$ cat src/design/pncm_pkg.sv
package pncm_pkg;

  localparam int PAL_DEPTH  = 256;
  localparam int PAL_AW     = (PAL_DEPTH > 1) ? $clog2(PAL_DEPTH) : 1;
  localparam int CAND_COUNT = 8;
  localparam int CAND_W     = (CAND_COUNT > 1) ? $clog2(CAND_COUNT) : 1;

  localparam logic [8:0]  PAL_DEPTH_L = 9'(PAL_DEPTH);
  localparam logic [17:0] FAR_DIST    = 18'd195076;
  localparam logic [16:0] HSV_ONE     = 17'd65536;
  localparam logic [18:0] HSV_SCALE   = 19'd10000;

  typedef struct packed {
    logic        start;
    logic        is_target;
    logic [23:0] color;
  } hsv_req_t;

  typedef struct packed {
    logic        done;
    logic [16:0] gap;
  } hsv_rsp_t;

  function automatic logic [16:0] quarter_sine(input logic [3:0] i);
    logic [16:0] q;
    case (i)
      4'd0:    q = 17'd0;
      4'd1:    q = 17'd8554;
      4'd2:    q = 17'd16962;
      4'd3:    q = 17'd25080;
      4'd4:    q = 17'd32768;
      4'd5:    q = 17'd39896;
      4'd6:    q = 17'd46341;
      4'd7:    q = 17'd51993;
      4'd8:    q = 17'd56756;
      4'd9:    q = 17'd60547;
      4'd10:   q = 17'd63303;
      4'd11:   q = 17'd64975;
      default: q = 17'd65536;
    endcase
    return q;
  endfunction

  // k is an angle step below 48 (7.5 degrees each); result in signed Q2.16 format
  function automatic logic signed [18:0] sine_step(input logic [5:0] k);
    logic [16:0] m;
    logic        neg;
    if (k < 6'd12) begin
      m = quarter_sine(k[3:0]);
      neg = 1'b0;
    end else if (k < 6'd24) begin
      m = quarter_sine(4'(6'd24 - k));
      neg = 1'b0;
    end else if (k < 6'd36) begin
      m = quarter_sine(4'(k - 6'd24));
      neg = 1'b1;
    end else begin
      m = quarter_sine(4'(6'd48 - k));
      neg = 1'b1;
    end
    return neg ? -$signed({2'b00, m}) : $signed({2'b00, m});
  endfunction

endpackage

$ cat src/design/pncm_hsv.sv
module pncm_hsv
  import pncm_pkg::*;
(
  input  logic     clk,
  input  logic     rst_n,
  input  hsv_req_t req,
  output hsv_rsp_t rsp
);

  typedef enum logic [3:0] {
    H_IDLE, H_DIV, H_MX, H_MY, H_DIFF, H_SQX, H_SQY, H_SQV, H_SCALE
  } hstate_t;

  hstate_t state_r;
  logic [23:0] col_r;
  logic        tgt_r;
  logic [1:0]  phase_r;
  logic [4:0]  cnt_r;
  logic [7:0]  rem_r;
  logic [15:0] q_r;
  logic [18:0] h_r;
  logic [16:0] s_r, v_r;
  logic signed [34:0] x_r, y_r, tx_r, ty_r;
  logic [16:0] tv_r;
  logic signed [18:0] dx_r, dy_r;
  logic signed [17:0] dv_r;
  logic [35:0] sum_r;
  logic [16:0] dist_r;
  logic        done_r;

  // color decode
  logic [7:0]  cr, cg, cb, hn, hd, mn, sec, mx;
  logic [2:0]  base;
  logic        sub, gray;
  logic [16:0] vq;

  always_comb begin
    cr = col_r[23:16];
    cg = col_r[15:8];
    cb = col_r[7:0];
    gray = (cr == cg) && (cg == cb);
    if (cr <= cg && cr <= cb) begin
      mn = cr;
      if (cg >= cb) begin
        hn = cb; hd = cg; base = 3'd2; sub = 1'b0; sec = cb; mx = cg;
      end else begin
        hn = cg; hd = cb; base = 3'd4; sub = 1'b1; sec = cg; mx = cb;
      end
    end else if (cg <= cr && cg <= cb) begin
      mn = cg;
      if (cr >= cb) begin
        hn = cb; hd = cr; base = 3'd6; sub = 1'b1; sec = cb; mx = cr;
      end else begin
        hn = cr; hd = cb; base = 3'd4; sub = 1'b0; sec = cr; mx = cb;
      end
    end else begin
      mn = cb;
      if (cr >= cg) begin
        hn = cg; hd = cr; base = 3'd0; sub = 1'b0; sec = cg; mx = cr;
      end else begin
        hn = cr; hd = cg; base = 3'd2; sub = 1'b1; sec = cr; mx = cg;
      end
    end
    // (mx << 16) / 255 = 257 * mx, plus one when mx is 255
    vq = {1'b0, mx, mx} + {16'd0, (mx == 8'hff)};
  end

  // bit-serial divider: one quotient bit a cycle
  logic [7:0]  div_a, div_b;
  logic [8:0]  trial, rem_d;
  logic        ge;
  logic [16:0] quot;

  always_comb begin
    case (phase_r)
      2'd0:    begin div_a = hn; div_b = hd; end
      default: begin div_a = mn; div_b = sec; end
    endcase
    trial = (cnt_r == 5'd0) ? {1'b0, div_a} : {rem_r, 1'b0};
    ge    = trial >= {1'b0, div_b};
    rem_d = ge ? trial - {1'b0, div_b} : trial;
    quot  = {q_r, ge};
  end

  // angle step and shared multiplier
  logic [19:0] hsum;
  logic [5:0]  k, kc;
  logic [6:0]  kc_raw;
  logic signed [36:0] mul_a;
  logic signed [18:0] mul_b;
  logic signed [55:0] prod;
  logic signed [35:0] ddx, ddy;
  logic signed [19:0] qx, qy;

  always_comb begin
    hsum   = {1'b0, h_r} + 20'd4096;
    k      = (hsum[18:13] >= 6'd48) ? 6'd0 : hsum[18:13];
    kc_raw = {1'b0, k} + 7'd12;
    kc     = (kc_raw >= 7'd48) ? 6'(kc_raw - 7'd48) : kc_raw[5:0];
    case (state_r)
      H_MX:    begin mul_a = $signed({20'd0, s_r}); mul_b = sine_step(kc); end
      H_MY:    begin mul_a = $signed({20'd0, s_r}); mul_b = sine_step(k); end
      H_SQX:   begin mul_a = 37'(dx_r); mul_b = dx_r; end
      H_SQY:   begin mul_a = 37'(dy_r); mul_b = dy_r; end
      H_SQV:   begin mul_a = 37'(dv_r); mul_b = 19'(dv_r); end
      H_SCALE: begin mul_a = $signed({1'b0, sum_r}); mul_b = $signed(HSV_SCALE); end
      default: begin mul_a = '0; mul_b = '0; end
    endcase
    prod = mul_a * mul_b;
    ddx  = 36'(x_r) - 36'(tx_r);
    ddy  = 36'(y_r) - 36'(ty_r);
    // truncate toward zero
    qx   = 20'(ddx >>> 16) + 20'(ddx[35] && (ddx[15:0] != 16'd0));
    qy   = 20'(ddy >>> 16) + 20'(ddy[35] && (ddy[15:0] != 16'd0));
  end

  always_ff @(posedge clk) begin
    if (!rst_n) begin
      state_r <= H_IDLE;
      done_r  <= 1'b0;
    end else begin
      done_r <= (state_r == H_MY && tgt_r) || (state_r == H_SCALE);
      unique case (state_r)
        H_IDLE: begin
          if (req.start) begin
            col_r   <= req.color;
            tgt_r   <= req.is_target;
            phase_r <= 2'd0;
            cnt_r   <= 5'd0;
            state_r <= H_DIV;
          end
        end
        H_DIV: begin
          rem_r <= rem_d[7:0];
          q_r   <= quot[15:0];
          cnt_r <= (cnt_r == 5'd16) ? 5'd0 : cnt_r + 5'd1;
          if (cnt_r == 5'd16) begin
            if (phase_r == 2'd0) begin
              h_r <= gray ? {2'b00, HSV_ONE} :
                     sub ? {base, 16'd0} - {2'b00, quot} :
                           {base, 16'd0} + {2'b00, quot};
              phase_r <= 2'd1;
            end else begin
              s_r     <= gray ? 17'd0 : (sec == 8'd0) ? HSV_ONE : HSV_ONE - quot;
              v_r     <= vq;
              state_r <= H_MX;
            end
          end
        end
        H_MX: begin
          x_r     <= prod[34:0];
          state_r <= H_MY;
        end
        H_MY: begin
          if (tgt_r) begin
            tx_r    <= x_r;
            ty_r    <= prod[34:0];
            tv_r    <= v_r;
            state_r <= H_IDLE;
          end else begin
            y_r     <= prod[34:0];
            state_r <= H_DIFF;
          end
        end
        H_DIFF: begin
          dx_r    <= qx[18:0];
          dy_r    <= qy[18:0];
          dv_r    <= $signed({1'b0, v_r}) - $signed({1'b0, tv_r});
          state_r <= H_SQX;
        end
        H_SQX: begin
          sum_r   <= prod[35:0];
          state_r <= H_SQY;
        end
        H_SQY: begin
          sum_r   <= sum_r + prod[35:0];
          state_r <= H_SQV;
        end
        H_SQV: begin
          sum_r   <= sum_r + prod[35:0];
          state_r <= H_SCALE;
        end
        H_SCALE: begin
          dist_r  <= prod[48:32];
          state_r <= H_IDLE;
        end
        default: state_r <= H_IDLE;
      endcase
    end
  end

  assign rsp.done = done_r;
  assign rsp.gap  = dist_r;

endmodule

$ cat config.mk
export PLATFORM = sky130hd
export DESIGN_NAME = pncm_hsv
export DESIGN_NICKNAME = d
export VERILOG_FILES = /design/src/design/pncm_pkg.sv /design/src/design/pncm_hsv.sv
export SDC_FILE = /design/constraint.sdc
export NUM_CORES = 2
export LEC_CHECK = 0
export BUFFER_PORTS_ARGS = -buffer_cell sky130_fd_sc_hd__buf_2
export CORE_AREA = 2 2 384 386
export DETAILED_ROUTE_END_ITERATION = 8
export DIE_AREA = 0 0 386 388
export PLACE_DENSITY = 0.56
export SYNTH_ARGS = -nofsm -noshare
export SYNTH_HDL_FRONTEND = slang
export SYNTH_SLANG_ARGS = --single-unit
$ cat constraint.sdc
create_clock -name clk -period 40.3 [get_ports clk]
set_input_delay 6.045 -clock clk [delete_from_list [all_inputs] [get_ports clk]]
set_output_delay 6.045 -clock clk [all_outputs]
set_load 0.02 [all_outputs]
==> results.tsv <==
metric	value	unit
EDFF count, synth	362	
Area growth, synth to finish	8.625	%
Data required, critical path	40.64	ns
RSZ-0062 raised after global routing	false	
critical path's slowest cell	nor3_2	
Multi-input gate area	33100	um2
Post-Syn Area per Cell	9.255	um2
Slew HR	0.1927	
PwrDens	19.69	nW/um2
Pint	0.0007338	W
Post-Place Worst Slack	23.98	ns
Fillers	14790	
All-Layer GR Usage	0.1974	
Cells after Synth	5158	
Startpoint Class	flop	
Reg area	10970	um2
GP Congestion	0.9306	
initial antenna violation count	3	
asr flop ratio synth	0	
router iterations before antenna repair	6	
WL/cell	20.70	um
clk root buf	clkbuf_16	
CTS max path bufs	3	
Pleak	22.45	nW
crit path capture type	flop	
chip width	386	um
setup TNS	0	ns
Synth Flop Type	edfxtp_1	
Slew Viols, Final	0	
CTS H-tree depth	2	
core box area	145200	um2
CP max FO	35	
Power Total	0.001021	W
critical path class	flop to flop	
post-synthesis register bit count	367	
Worst path max stage delay	0.74	ns
Peak VDD IR	0.02439	mV
vias in the first global route	38260	
# diodes	0	
Nets	6090	
Detailed Place HPWL	111.8	mm
most numerous cell in the Yosys netlist	inv_1	
Final ANT Viol Nets	0	
clock power share	0.421	
first-pass GRT wire length	229.9	mm
final hold viol count	0	
Port Buffer Count	45	
CTS Buf Count	44	
clk slew on worst S/H paths	0.07	ns
fmax	60.64	MHz
post_cts resized	0	
Vias	37660	
switching portion of total power	0.2812	
DIE AREA	149800	um2
Initial DRC Count	3192	
Distinct cells, synth	107	
Tightest Pin Transition	1.177	ns
largest net degree at the start of global routing	57	
total grt overflow	0	
Synth top cells by count	inv_1 (783), nand2_1 (635), fa_1 (616)	
Post-CTS Setup Bufs	0	
worst-skew pair later-pin latency	0.62	ns
starting density of the core	0.3288	
Total Wirelength	146.4	mm
Clock Sink Count	367	
I/O pin cnt	46	
skew final	0.04125	ns
post-route clock period utilization	0.4092	
Residual DRC	0	
Via-to-Cell Ratio	5.323	
Hold Crit Class	flop to flop	
fin util	0.3571	
post-route minimum period	16.49	ns
maxcap violations	0	
row cnt	140	
CTS tree	built	
Psw	0.0002871	W
Yosys warning count	0	
post-synth top area share	0.2583	
top post-synthesis cells by area	fa_1 (26%), edfxtp_1 (23%), ha_1 (8.5%), inv_1 (6.2%), nand2_1 (5.0%)	
post-synthesis sequential area ratio	0.2298	
Critical Path AT	16.83	ns
Net Count, Synth	6126	
Gate power share	0.155	
post-synthesis instance area	47740	um2
sequential power share	0.425	
Setup WS post-layout	23.81	ns
status	complete, no violations	
cts hold-fix bufs	0	
share of cells above drive strength 1	0.06457	
Synth area leader	fa_1	
Die Height	388	um
setup violators final	0	
critical path, delay by kind of cell, from the launching register on:
family	cells	cell delay [ns]
muxes	1	0.14
adders and majority gates	13	5.15
buffers and inverters	7	1.14
xor gates and xnor gates	4	0.92
DFF	1	0.46
and+or+nand+nor	11	2.86
AOI/OAI and AO/OA	24	5.42
registers in the layout, indices dropped and copies added, names as in the netlist, 18 cells and up:
| name | count |
|---|---|
| sum_r | 36 |
| y_r | 35 |
| tx_r | 35 |
| col_r | 24 |
| dv_r | 18 |
| dx_r | 19 |
| dy_r | 19 |
| x_r | 35 |
| ty_r | 35 |
cell type report:
type / instances / share of cell area
clock buffers: 50 / 0.02249
clock inverters: 31 / 0.006949
inverters: 790 / 0.05718
multi-input cells: 3785 / 0.6383
flip-flops and latches: 367 / 0.2116
well taps: 1917 / 0.04625
repair buffers: 134 / 0.01723
per-stage QoR:
stage | instances | area (um2) | hold slack [ns]
after CTS | 7074 | 51860 | 0.4675
after detailed placement | 6993 | 50330 | 0.4514
after global routing | 7074 | 51860 | 0.4747
final | 7074 | 51860 | 0.4602
after global placement | 6993 | 50330 | 0.4532
after floorplan | 5158 | 47740 | 0.4264
power by group through the flow:
stage	Sequential, W	Combinational [W]	Clock (W)
after floorplan	0.000438	0.000108	0
after detailed placement	0.000441	0.000156	0
after global placement	0.000441	0.000154	0
after global routing	0.000434	0.000174	0.000453
final	0.000433	0.000158	0.000430
after CTS	0.000433	0.000157	0.000440
final timing paths:
kind / from / endpoint / slack, ns / depth (start not counted)
max: h_r[12]$_SDFFCE_PP0P_ / sum_r[34]$_DFFE_PP_ / 23.81 / 60
min: x_r[14]$_DFFE_PP_ / tx_r[14]$_DFFE_PP_ / 0.46 / 0
max reg2reg: h_r[12]$_SDFFCE_PP0P_ / sum_r[34]$_DFFE_PP_ / 23.81 / 60
min reg2reg: x_r[14]$_DFFE_PP_ / tx_r[14]$_DFFE_PP_ / 0.46 / 0
layout by cell type, fill, tap and decap left out, types with 16 or more instances in the layout:
cell,netlist,final
a31oi_1,61,61
and2_1,91,91
o21a_1,52,52
a221o_1,24,24
buf_2,20,45
a21boi_0,21,21
nor4_1,20,20
o22ai_1,19,19
mux2i_1,32,31
a21oi_1,247,245
edfxtp_1,362,362
xnor2_1,163,163
fa_1,616,616
a21o_1,71,71
nor2_1,394,390
nor2b_1,45,44
or2_2,19,19
o221ai_1,18,16
nand4_1,30,30
ha_1,324,324
a22oi_1,21,21
a211oi_1,30,29
o21ai_0,180,179
xor2_1,75,75
a221oi_1,24,18
o211ai_1,19,19
nor3_1,73,70
o31ai_1,24,24
and3_1,33,32
nand2_1,635,635
or3_1,24,24
nand2b_1,82,82
clkbuf_16,0,46
buf_4,5,89
nand3_1,75,75
inv_1,783,783
mux2_2,26,26
cell families (layout without fill, tap and decap cells):
logic type,Yosys count,after routing,share of synthesized area
compound gates,959,959,0.1342
xor+xnor,239,239,0.04414
buf+inv,1006,1005,0.08064
flops,367,367,0.2298
fa+ha+maj,940,940,0.3432
simple gates,1587,1587,0.1542
mux,60,60,0.01379
metal layers:
| layer | part of all wire | GRT usage | up-vias |
|---|---|---|---|
| li1 | - | - | 17120 |
| met1 | 0.44 | 0.2714 | 19050 |
| met2 | 0.47 | 0.3218 | 1240 |
| met3 | 0.062 | 0.02431 | 242 |
| met4 | 0.035 | 0.06289 | 0 |
| met5 | 0 | 0 | - |
Power figures use the tool's default switching activity.
